<file path="src/rtl/ibq_pkg.sv">
// Shared types and constants for the inverse-resonance biquad axis.
package ibq_pkg;

    localparam int HIST_BITS  = 64;
    localparam int DIGIT_BITS = 8;
    localparam int CFG_ADDR_W = 3;

    typedef enum logic [CFG_ADDR_W-1:0] {
        REG_B0     = 3'd0,
        REG_B1     = 3'd1,
        REG_B2     = 3'd2,
        REG_A1     = 3'd3,
        REG_A2     = 3'd4,
        REG_ENABLE = 3'd5,
        REG_ACTIVE = 3'd6
    } cfg_reg_t;

    typedef logic signed [HIST_BITS-1:0] hist_t;

    localparam hist_t HIST_MAX = {1'b0, {(HIST_BITS-1){1'b1}}};
    localparam hist_t HIST_MIN = {1'b1, {(HIST_BITS-1){1'b0}}};

    // Request to the shared multiplier: start pulse, and full selects the
    // 64-bit operand with fraction rounding instead of the short sample operand.
    typedef struct packed {
        logic start;
        logic full;
    } mul_ctl_t;

endpackage

</file>
<file path="src/rtl/ibq_mul.sv">
// Digit-serial signed multiplier with rounding and 64-bit saturation.
module ibq_mul #(
    parameter int SAMPLE_BITS    = 16,
    parameter int COEF_BITS      = 48,
    parameter int COEF_FRAC_BITS = 36
) (
    input  logic                        aclk,
    input  logic                        aresetn,
    input  ibq_pkg::mul_ctl_t           ctl,
    input  logic signed [COEF_BITS-1:0] coef,
    input  ibq_pkg::hist_t              opnd,
    output logic                        done,
    output ibq_pkg::hist_t              prod
);
    import ibq_pkg::*;

    localparam int FULL_STEPS  = HIST_BITS / DIGIT_BITS;
    localparam int SHORT_STEPS = (SAMPLE_BITS + DIGIT_BITS - 1) / DIGIT_BITS;
    localparam int SHORT_W     = SHORT_STEPS * DIGIT_BITS;
    localparam int PW          = COEF_BITS + HIST_BITS;
    localparam int SW          = COEF_BITS + DIGIT_BITS;
    localparam int CNT_W       = $clog2(FULL_STEPS + 1);

    typedef enum logic [2:0] {
        M_IDLE = 3'b001,
        M_RUN  = 3'b010,
        M_POST = 3'b100
    } mstate_t;

    mstate_t              st_reg, st_next;
    logic [CNT_W-1:0]     cnt_reg, cnt_next;
    logic [COEF_BITS-1:0] mc_reg;
    logic [HIST_BITS-1:0] lm_reg;
    logic [COEF_BITS-1:0] acc_reg;
    logic                 neg_reg;
    logic                 full_reg;
    logic                 done_reg;
    hist_t                prod_reg;

    logic [COEF_BITS-1:0] coef_mag;
    logic [HIST_BITS-1:0] opnd_mag;
    logic [SW-1:0]        step_pp;
    logic [SW-1:0]        step_sum;
    logic [PW-1:0]        p_full;
    logic [PW-1:0]        p_short;
    logic [PW-1:0]        p_tr;
    logic [HIST_BITS-1:0] p_lo;
    logic [HIST_BITS-1:0] p_val;
    logic                 rbit;
    logic                 hi_any;
    logic                 pos_ovf;
    logic                 neg_ovf;
    hist_t                p_res;

    assign coef_mag = coef[COEF_BITS-1] ? (~$unsigned(coef) + COEF_BITS'(1)) : $unsigned(coef);
    assign opnd_mag = opnd[HIST_BITS-1] ? (~$unsigned(opnd) + HIST_BITS'(1)) : $unsigned(opnd);

    // One digit of the serial operand times the parallel magnitude per cycle.
    assign step_pp  = mc_reg * lm_reg[DIGIT_BITS-1:0];
    assign step_sum = SW'(acc_reg) + step_pp;

    // Low product digits collect at the top of lm_reg as the operand shifts out.
    assign p_full  = {acc_reg, lm_reg};
    assign p_short = PW'({acc_reg, lm_reg[HIST_BITS-1 -: SHORT_W]});
    assign p_tr    = full_reg ? (p_full >> COEF_FRAC_BITS) : p_short;
    assign rbit    = full_reg & p_full[COEF_FRAC_BITS-1];
    assign hi_any  = |p_tr[PW-1:HIST_BITS];
    assign p_lo    = p_tr[HIST_BITS-1:0];
    assign pos_ovf = hi_any | p_lo[HIST_BITS-1] | ((&p_lo[HIST_BITS-2:0]) & rbit);
    assign neg_ovf = hi_any | (p_lo[HIST_BITS-1] & ((|p_lo[HIST_BITS-2:0]) | rbit));

    // Negate with the rounding increment folded in: -(m + r) = ~m + (1 - r).
    assign p_val = neg_reg ? (~p_lo + {{(HIST_BITS-1){1'b0}}, ~rbit})
                           : (p_lo + {{(HIST_BITS-1){1'b0}}, rbit});

    always_comb begin
        if (neg_reg) begin
            p_res = neg_ovf ? HIST_MIN : hist_t'(p_val);
        end else begin
            p_res = pos_ovf ? HIST_MAX : hist_t'(p_val);
        end
    end

    always_comb begin
        st_next  = st_reg;
        cnt_next = cnt_reg;
        unique case (st_reg)
            M_IDLE: begin
                if (ctl.start) begin
                    st_next  = M_RUN;
                    cnt_next = ctl.full ? CNT_W'(FULL_STEPS) : CNT_W'(SHORT_STEPS);
                end
            end
            M_RUN: begin
                cnt_next = cnt_reg - CNT_W'(1);
                if (cnt_reg == CNT_W'(1)) begin
                    st_next = M_POST;
                end
            end
            M_POST: begin
                st_next = M_IDLE;
            end
            default: begin
                st_next = M_IDLE;
            end
        endcase
    end

    always_ff @(posedge aclk) begin
        if (!aresetn) begin
            st_reg   <= M_IDLE;
            cnt_reg  <= '0;
            done_reg <= 1'b0;
        end else begin
            st_reg   <= st_next;
            cnt_reg  <= cnt_next;
            done_reg <= (st_reg == M_POST);
        end
    end

    always_ff @(posedge aclk) begin
        if (st_reg == M_IDLE && ctl.start) begin
            mc_reg   <= coef_mag;
            lm_reg   <= opnd_mag;
            acc_reg  <= '0;
            neg_reg  <= coef[COEF_BITS-1] ^ opnd[HIST_BITS-1];
            full_reg <= ctl.full;
        end else if (st_reg == M_RUN) begin
            acc_reg <= step_sum[SW-1:DIGIT_BITS];
            lm_reg  <= {step_sum[DIGIT_BITS-1:0], lm_reg[HIST_BITS-1:DIGIT_BITS]};
        end
        if (st_reg == M_POST) begin
            prod_reg <= p_res;
        end
    end

    assign done = done_reg;
    assign prod = prod_reg;

    assert property (@(posedge aclk) disable iff (!aresetn)
        ctl.start |-> (st_reg == M_IDLE))
        else $error("multiplier request while busy");

    assert property (@(posedge aclk) disable iff (!aresetn)
        done_reg |=> !done_reg)
        else $error("multiplier done held longer than one cycle");

    assert property (@(posedge aclk) disable iff (!aresetn)
        (st_reg == M_RUN) |-> (cnt_reg != '0))
        else $error("multiplier running with no digits left");

endmodule

</file>
<file path="src/rtl/inverse_resonance_biquad_axis.sv">
// One axis of a galvo pre-compensation filter: a transposed direct form II
// biquad with signed fixed-point coefficients and 64-bit history. A filtered
// sample is finished before the next one is accepted: the five products run
// in turn on one multiplier that consumes 8 operand bits per cycle, two digits
// at the default widths for each sample product and eight for each product
// with the output, and each product passes through the request register and
// the multiplier's post state and done register. With global_enable or
// axis_active low the sample passes unchanged to the output. A finished result
// waits in the output register while the next sample is accepted. The input
// clear flag and any write to a defined register zero the history.
module inverse_resonance_biquad_axis #(
    parameter int SAMPLE_BITS    = 16,
    parameter int COEF_BITS      = 48,
    parameter int COEF_FRAC_BITS = 36
) (
    input  logic                                      aclk,
    input  logic                                      aresetn,
    input  logic                                      s_tvalid,
    output logic                                      s_tready,
    // sample_in, clear_history, zero pad
    input  logic [((SAMPLE_BITS + 8) / 8) * 8 - 1:0]  s_tdata,
    output logic                                      m_tvalid,
    input  logic                                      m_tready,
    // sample_out, saturated, zero pad
    output logic [((SAMPLE_BITS + 8) / 8) * 8 - 1:0]  m_tdata,
    input  logic                                      cfg_wr_en,
    input  logic [ibq_pkg::CFG_ADDR_W-1:0]            cfg_addr,
    input  logic [COEF_BITS-1:0]                      cfg_wr_data
);
    import ibq_pkg::*;

    localparam int TDATA_W = ((SAMPLE_BITS + 8) / 8) * 8;
    localparam int MAG_W   = HIST_BITS + 1 - COEF_FRAC_BITS;
    localparam int RW      = (MAG_W > SAMPLE_BITS + 1) ? MAG_W : SAMPLE_BITS + 1;

    localparam logic signed [COEF_BITS-1:0] B0_RESET = COEF_BITS'(1) << COEF_FRAC_BITS;
    localparam logic [HIST_BITS:0] RND_HALF = (HIST_BITS + 1)'(1) << (COEF_FRAC_BITS - 1);
    localparam logic [SAMPLE_BITS-1:0] SMAX = {1'b0, {(SAMPLE_BITS-1){1'b1}}};
    localparam logic [SAMPLE_BITS-1:0] SMIN = {1'b1, {(SAMPLE_BITS-1){1'b0}}};

    typedef enum logic [8:0] {
        ST_IDLE = 9'b000000001,
        ST_B0   = 9'b000000010,
        ST_A1   = 9'b000000100,
        ST_B1   = 9'b000001000,
        ST_H1   = 9'b000010000,
        ST_A2   = 9'b000100000,
        ST_B2   = 9'b001000000,
        ST_RND  = 9'b010000000,
        ST_OUT  = 9'b100000000
    } state_t;

    state_t                       state_reg, state_next;
    logic                         kick_reg, kick_next;
    logic signed [COEF_BITS-1:0]  coef_b0_reg;
    logic signed [COEF_BITS-1:0]  coef_b1_reg;
    logic signed [COEF_BITS-1:0]  coef_b2_reg;
    logic signed [COEF_BITS-1:0]  coef_a1_reg;
    logic signed [COEF_BITS-1:0]  coef_a2_reg;
    logic                         enable_reg;
    logic                         active_reg;
    hist_t                        h1_reg;
    hist_t                        h2_reg;
    hist_t                        y_reg;
    hist_t                        tmp_reg;
    logic [SAMPLE_BITS-1:0]       x_reg;
    logic [SAMPLE_BITS-1:0]       res_reg;
    logic                         res_sat_reg;
    logic                         m_tvalid_reg, m_tvalid_next;
    logic [TDATA_W-1:0]           m_tdata_reg;

    logic                         s_acc;
    logic                         s_clear;
    logic                         filter_on;
    logic                         out_free;
    logic                         cfg_hit;
    mul_ctl_t                     mul_ctl;
    logic signed [COEF_BITS-1:0]  mul_coef;
    hist_t                        mul_opnd;
    hist_t                        x_ext;
    logic                         mul_done;
    hist_t                        mul_prod;
    hist_t                        alu_a;
    hist_t                        alu_b;
    logic                         alu_sub;
    hist_t                        alu_out;
    logic [HIST_BITS:0]           rnd_sum;
    logic [RW-1:0]                rnd_mag;
    logic [SAMPLE_BITS-1:0]       mag_lo;
    logic                         rnd_neg;
    logic                         pos_clip;
    logic                         neg_clip;
    logic [SAMPLE_BITS-1:0]       rnd_val;
    logic                         rnd_clip;

    // Exact sum or difference, clamped to the 64-bit range.
    function automatic hist_t sat_sum(hist_t a, hist_t b, logic sub);
        logic [HIST_BITS:0] s;
        if (sub) begin
            s = {a[HIST_BITS-1], a} - {b[HIST_BITS-1], b};
        end else begin
            s = {a[HIST_BITS-1], a} + {b[HIST_BITS-1], b};
        end
        if (s[HIST_BITS] != s[HIST_BITS-1]) begin
            return s[HIST_BITS] ? HIST_MIN : HIST_MAX;
        end
        return hist_t'(s[HIST_BITS-1:0]);
    endfunction

    assign s_tready  = (state_reg == ST_IDLE);
    assign s_acc     = s_tvalid & s_tready;
    assign s_clear   = s_tdata[SAMPLE_BITS];
    assign filter_on = enable_reg & active_reg;
    assign out_free  = ~m_tvalid_reg | m_tready;
    assign x_ext     = {{(HIST_BITS-SAMPLE_BITS){x_reg[SAMPLE_BITS-1]}}, x_reg};

    always_comb begin
        cfg_hit = 1'b0;
        if (cfg_wr_en) begin
            unique case (cfg_addr) inside
                REG_B0, REG_B1, REG_B2, REG_A1, REG_A2, REG_ENABLE, REG_ACTIVE: begin
                    cfg_hit = 1'b1;
                end
                default: begin
                    cfg_hit = 1'b0;
                end
            endcase
        end
    end

    // Operands for the shared multiplier, sampled on the request cycle.
    always_comb begin
        mul_ctl.start = kick_reg;
        mul_ctl.full  = 1'b0;
        mul_coef      = coef_b0_reg;
        mul_opnd      = x_ext;
        case (state_reg)
            ST_A1: begin
                mul_coef     = coef_a1_reg;
                mul_opnd     = y_reg;
                mul_ctl.full = 1'b1;
            end
            ST_B1: begin
                mul_coef = coef_b1_reg;
            end
            ST_A2: begin
                mul_coef     = coef_a2_reg;
                mul_opnd     = y_reg;
                mul_ctl.full = 1'b1;
            end
            ST_B2: begin
                mul_coef = coef_b2_reg;
            end
            default: begin
                mul_coef = coef_b0_reg;
            end
        endcase
    end

    ibq_mul #(
        .SAMPLE_BITS   (SAMPLE_BITS),
        .COEF_BITS     (COEF_BITS),
        .COEF_FRAC_BITS(COEF_FRAC_BITS)
    ) u_mul (
        .aclk   (aclk),
        .aresetn(aresetn),
        .ctl    (mul_ctl),
        .coef   (mul_coef),
        .opnd   (mul_opnd),
        .done   (mul_done),
        .prod   (mul_prod)
    );

    always_comb begin
        alu_a   = mul_prod;
        alu_b   = h1_reg;
        alu_sub = 1'b0;
        case (state_reg)
            ST_B1: begin
                alu_b   = tmp_reg;
                alu_sub = 1'b1;
            end
            ST_H1: begin
                alu_a = tmp_reg;
                alu_b = h2_reg;
            end
            ST_B2: begin
                alu_b   = tmp_reg;
                alu_sub = 1'b1;
            end
            default: begin
                alu_b = h1_reg;
            end
        endcase
        alu_out = sat_sum(alu_a, alu_b, alu_sub);
    end

    // Round y to an integer on its magnitude: half + |y| either way.
    assign rnd_neg  = y_reg[HIST_BITS-1];
    assign rnd_sum  = rnd_neg ? (RND_HALF - {y_reg[HIST_BITS-1], y_reg})
                              : ({1'b0, y_reg} + RND_HALF);
    assign rnd_mag  = RW'(rnd_sum >> COEF_FRAC_BITS);
    assign mag_lo   = rnd_mag[SAMPLE_BITS-1:0];
    assign pos_clip = |rnd_mag[RW-1:SAMPLE_BITS-1];
    assign neg_clip = (|rnd_mag[RW-1:SAMPLE_BITS])
                    | (rnd_mag[SAMPLE_BITS-1] & (|rnd_mag[SAMPLE_BITS-2:0]));
    assign rnd_clip = rnd_neg ? neg_clip : pos_clip;

    always_comb begin
        if (rnd_neg) begin
            rnd_val = neg_clip ? SMIN : (~mag_lo + SAMPLE_BITS'(1));
        end else begin
            rnd_val = pos_clip ? SMAX : mag_lo;
        end
    end

    always_comb begin
        state_next = state_reg;
        kick_next  = 1'b0;
        unique case (state_reg)
            ST_IDLE: begin
                if (s_acc) begin
                    if (filter_on) begin
                        state_next = ST_B0;
                        kick_next  = 1'b1;
                    end else begin
                        state_next = ST_OUT;
                    end
                end
            end
            ST_B0: begin
                if (mul_done) begin
                    state_next = ST_A1;
                    kick_next  = 1'b1;
                end
            end
            ST_A1: begin
                if (mul_done) begin
                    state_next = ST_B1;
                    kick_next  = 1'b1;
                end
            end
            ST_B1: begin
                if (mul_done) begin
                    state_next = ST_H1;
                end
            end
            ST_H1: begin
                state_next = ST_A2;
                kick_next  = 1'b1;
            end
            ST_A2: begin
                if (mul_done) begin
                    state_next = ST_B2;
                    kick_next  = 1'b1;
                end
            end
            ST_B2: begin
                if (mul_done) begin
                    state_next = ST_RND;
                end
            end
            ST_RND: begin
                state_next = ST_OUT;
            end
            ST_OUT: begin
                if (out_free) begin
                    state_next = ST_IDLE;
                end
            end
            default: begin
                state_next = ST_IDLE;
            end
        endcase
    end

    assign m_tvalid_next = (m_tvalid_reg & ~m_tready) | ((state_reg == ST_OUT) & out_free);

    always_ff @(posedge aclk) begin
        if (!aresetn) begin
            state_reg    <= ST_IDLE;
            kick_reg     <= 1'b0;
            m_tvalid_reg <= 1'b0;
        end else begin
            state_reg    <= state_next;
            kick_reg     <= kick_next;
            m_tvalid_reg <= m_tvalid_next;
        end
    end

    always_ff @(posedge aclk) begin
        if (!aresetn) begin
            coef_b0_reg <= B0_RESET;
            coef_b1_reg <= '0;
            coef_b2_reg <= '0;
            coef_a1_reg <= '0;
            coef_a2_reg <= '0;
            enable_reg  <= 1'b0;
            active_reg  <= 1'b0;
        end else if (cfg_wr_en) begin
            unique case (cfg_addr)
                REG_B0:     coef_b0_reg <= $signed(cfg_wr_data);
                REG_B1:     coef_b1_reg <= $signed(cfg_wr_data);
                REG_B2:     coef_b2_reg <= $signed(cfg_wr_data);
                REG_A1:     coef_a1_reg <= $signed(cfg_wr_data);
                REG_A2:     coef_a2_reg <= $signed(cfg_wr_data);
                REG_ENABLE: enable_reg  <= cfg_wr_data[0];
                REG_ACTIVE: active_reg  <= cfg_wr_data[0];
                default: begin
                end
            endcase
        end
    end

    always_ff @(posedge aclk) begin
        if (!aresetn) begin
            h1_reg <= '0;
            h2_reg <= '0;
        end else begin
            if (state_reg == ST_H1) begin
                h1_reg <= alu_out;
            end
            if (state_reg == ST_B2 && mul_done) begin
                h2_reg <= alu_out;
            end
            // Clearing wins over any update in the same cycle.
            if ((s_acc && s_clear) || cfg_hit) begin
                h1_reg <= '0;
                h2_reg <= '0;
            end
        end
    end

    always_ff @(posedge aclk) begin
        if (s_acc) begin
            x_reg <= s_tdata[SAMPLE_BITS-1:0];
            if (!filter_on) begin
                res_reg     <= s_tdata[SAMPLE_BITS-1:0];
                res_sat_reg <= 1'b0;
            end
        end
        if (state_reg == ST_B0 && mul_done) begin
            y_reg <= alu_out;
        end
        if ((state_reg == ST_A1 || state_reg == ST_A2) && mul_done) begin
            tmp_reg <= mul_prod;
        end
        if (state_reg == ST_B1 && mul_done) begin
            tmp_reg <= alu_out;
        end
        if (state_reg == ST_RND) begin
            res_reg     <= rnd_val;
            res_sat_reg <= rnd_clip;
        end
        if (state_reg == ST_OUT && out_free) begin
            m_tdata_reg <= TDATA_W'({res_sat_reg, res_reg});
        end
    end

    assign m_tvalid = m_tvalid_reg;
    assign m_tdata  = m_tdata_reg;

    assert property (@(posedge aclk) disable iff (!aresetn)
        mul_done |-> (state_reg == ST_B0 || state_reg == ST_A1 || state_reg == ST_B1
                      || state_reg == ST_A2 || state_reg == ST_B2))
        else $error("product returned outside a multiply phase");

    assert property (@(posedge aclk) disable iff (!aresetn)
        cfg_hit |=> (h1_reg == '0 && h2_reg == '0))
        else $error("history not cleared after register write");

    assert property (@(posedge aclk) disable iff (!aresetn)
        (m_tvalid_reg && m_tdata_reg[SAMPLE_BITS])
            |-> (m_tdata_reg[SAMPLE_BITS-1:0] == SMAX || m_tdata_reg[SAMPLE_BITS-1:0] == SMIN))
        else $error("saturated flag set on an unclipped sample");

endmodule

</file>
<file path="config.mk">
export PLATFORM = sky130hd
export DESIGN_NAME = inverse_resonance_biquad_axis
export DESIGN_NICKNAME = d
export VERILOG_FILES = /design/src/rtl/ibq_pkg.sv /design/src/rtl/ibq_mul.sv /design/src/rtl/inverse_resonance_biquad_axis.sv
export SDC_FILE = /design/constraint.sdc
export NUM_CORES = 2
export LEC_CHECK = 0
export ABC_AREA = 0
export BUFFER_PORTS_ARGS = -buffer_cell sky130_fd_sc_hd__buf_2
export CAP_MARGIN = 20
export CELL_PAD_IN_SITES_DETAIL_PLACEMENT = 0
export CELL_PAD_IN_SITES_GLOBAL_PLACEMENT = 2
export CORE_MARGIN = 10
export CORE_UTILIZATION = 35
export CTS_BUF_LIST = sky130_fd_sc_hd__clkbuf_8
export DETAILED_ROUTE_END_ITERATION = 8
export PLACE_DENSITY = 0.75
export SYNTH_ARGS = -nofsm -noshare
export SYNTH_HDL_FRONTEND = slang
export SYNTH_SLANG_ARGS = --single-unit
</file>
<file path="constraint.sdc">
create_clock -name aclk -period 11.02 [get_ports aclk]
set_input_delay 1.102 -clock aclk [delete_from_list [all_inputs] [get_ports aclk]]
set_output_delay 1.102 -clock aclk [all_outputs]
set_load 0.02 [all_outputs]
</file>
==> results.cfg <==
[clock_network]
root_buffer = clkbuf_8
cts_resized = 0
post_cts_buffers = 0
numCtsBuffers = 149
clk_latency_ps = 950
ctsHoldBuffers = 0
cts.htree.levels = 4
path_clk_slew_ps = 60
clockBufferDepth = 3
cts_tree = done
clock_sinks = 793

[worst_hold_path]
hp-start = s_tdata[1]
min_delay_path_depth = 1
min_path_type = in2reg
min_to = x_reg[1]

[sta]
rsz0062_at_grt = no
final-hold-violation-count = 0
drv_slew = 0
setup_viol = 0
fin_skew_ps = 76.9
fin_tns_setup_ps = 0
post-route-period-util = 0.864
slew_headroom = 0.203
post-route-min-period_ps = 9520
worstMarginPinSlew_ps = 1200
fmax_mhz = 105

[power_and_ir_drop]
switching_share = 0.283
power_leakage_nw = 25.4
seq_power_share = 0.468
pwr-share-comb = 0.099
power_w = 0.00674
vdd_drop_max_uv = 124
p_int_w = 0.00483
powerDensity_nw_per_um2 = 103
p_sw_w = 0.00191
clkPwrFrac = 0.433

[worst_setup_path]
rr_startpoint = state_reg[6]
crit_required_ps = 11860
regToRegSetupSlack_ps = 1500
r2r_end = h1_reg[6]
arrival_ps = 10360
worstPathMaxFanout = 19
crit_path_start = state_reg[6]
endpoint_kind = register
start_kind = register
rr_worst_depth = 23
critical_path_class = reg2reg

[synthesis]
synth_edf_count = 356
ys_types = 114
yosysSeqAreaShare = 0.325
ys_warn_count = 0
avgSynthCellArea_um2 = 8.60
ys.flop_type = dfxtp_1
async_reset_ff_frac = 0
netlist_area_um2 = 59900
ys_ff_latch = 793
synthCells = 6967

[placed_design]
gp_congestion = 0.894
dp_hpwl_mm = 168
port_buffers = 91

[detailed_routing]
via_per_inst = 5.77
ant_nets = 0
drt_iter0_markers = 5014
post-route-drc-count = 0
vias = 53200
routed_wl_mm = 233
dr.pass1.iters = 8
routedWlPerCell_um = 25.3

[global_route]
antenna_found_initial = 18
grt_pass1_wl_mm = 347
grtUsageTotal = 0.241
grt_max_degree = 146
grt_overflow = 0
grt_pass1_vias = 52000

[cells_and_area]
layout_common_cells = 1379 x nand2_1, 571 x a21oi_1, 437 x dfxtp_1
drive_gt1_frac = 0.0981
final_common_cell = nand2_1
fin_nets = 7433
area_growth_syn_to_layout_pct = 9.31

[floorplan]
die_w_um = 434
ioPinCount = 106
fp.dieH_um = 434
core-area_um2 = 170000
initial_core_util = 0.353
rows = 151
fp.dieArea_um2 = 188000

[status]
status = completed

[flow_run]
max_cap_viol_count = 0
## per-stage QoR
stage	hold slack, ps	cell area (um^2)	setup WS [ps]	instances	util
after floorplan	400	59900	3200	6973	-
after global placement	401	62400	1810	8940	0.368
after detailed placement	405	62400	1720	8940	0.368
after CTS	331	65400	1680	9209	0.385
after global routing	342	65500	1080	9218	0.386
final	386	65500	1500	9220	0.386
## cell usage after synthesis, drive strengths merged (73+ instances only)
cell type	instances	area, um^2
ha	153	1910
buf	104	526
a21oi	571	2860
and2	182	1140
xor2	176	1560
nor4	73	512
clkbuf	350	1320
nor2	347	1310
nand3	132	661
xnor2	229	2010
fa	325	6510
nor3	120	622
dfxtp	437	8750
mux2i	75	751
o221a	92	1040
nand2	1385	5200
o21ai	313	1580
inv	356	1340
edfxtp	356	10700
## how the worst max path moves through the flow
stage	slack, ps	cells after the start	to
2_1_floorplan	3200	30	tmp_reg[2]
3_3_place_gp	1810	26	h1_reg[13]
3_5_place_dp	1720	26	tmp_reg[54]
4_1_cts	1680	26	tmp_reg[37]
5_1_grt	1080	25	h1_reg[7]
6_report	1500	23	h1_reg[6]
## critical path: stages (launching register included)
cell and delay [ps]:
dfxtp_1 680, xor2_1 140, buf_4 230, nand2_1 710, o221ai_1 350, nor3b_1 490
and3_1 470, nand4_1 270, or4b_2 720, xor2_1 170, a222oi_1 290, ha_1 290
nand2_1 130, a21oi_1 130, a221oi_1 100, o21a_1 180, o31ai_1 870, a221o_1 410
a31oi_1 140, o21ai_0 690, xnor2_2 440, a31oi_4 820, buf_4 410, o221a_2 230
## area by class of cell
type	count	area [um^2]
Clock buffer	167	2300
Antenna cell	9	22.5
Sequential cell	793	19400
Fill cell	17400	104000
Tap cell	2218	2780
Multi-Input combinational cell	5370	37500
Clock inverter	102	642
Inverter	356	1350
Timing Repair Buffer	205	1410
## per-layer routing
metal / GRT usage / vias up / wire (um)
li1: - / 24400 / -
met5: 0 / - / 76
met3: 0.0467 / 380 / 17600
met2: 0.377 / 1981 / 104000
met4: 0.0895 / 12 / 8610
met1: 0.330 / 26400 / 103000
## power by group through the flow
stage	Combinational, W	Clock [W]	Sequential (W)
after CTS	0.000663	0.00298	0.00315
after global routing	0.000730	0.00312	0.00315
after global placement	0.000658	0	0.00321
final	0.000666	0.00292	0.00315
after floorplan	0.000433	0	0.00320
after detailed placement	0.000659	0	0.00321
## kinds of logic after synthesis
| logic type | after synthesis | synth area share |
|---|---|---|
| DFF | 793 | 0.325 |
| buffers and inverters | 810 | 0.0531 |
| muxes | 141 | 0.0249 |
| other | 1 | 0.0000626 |
| and+or+nand+nor | 2599 | 0.198 |
| AOI/OAI and AO/OA | 1685 | 0.189 |
| xor gates and xnor gates | 405 | 0.0595 |
| adders and majority gates | 533 | 0.150 |
No activity file was read; power rests on OpenSTA's default activity.
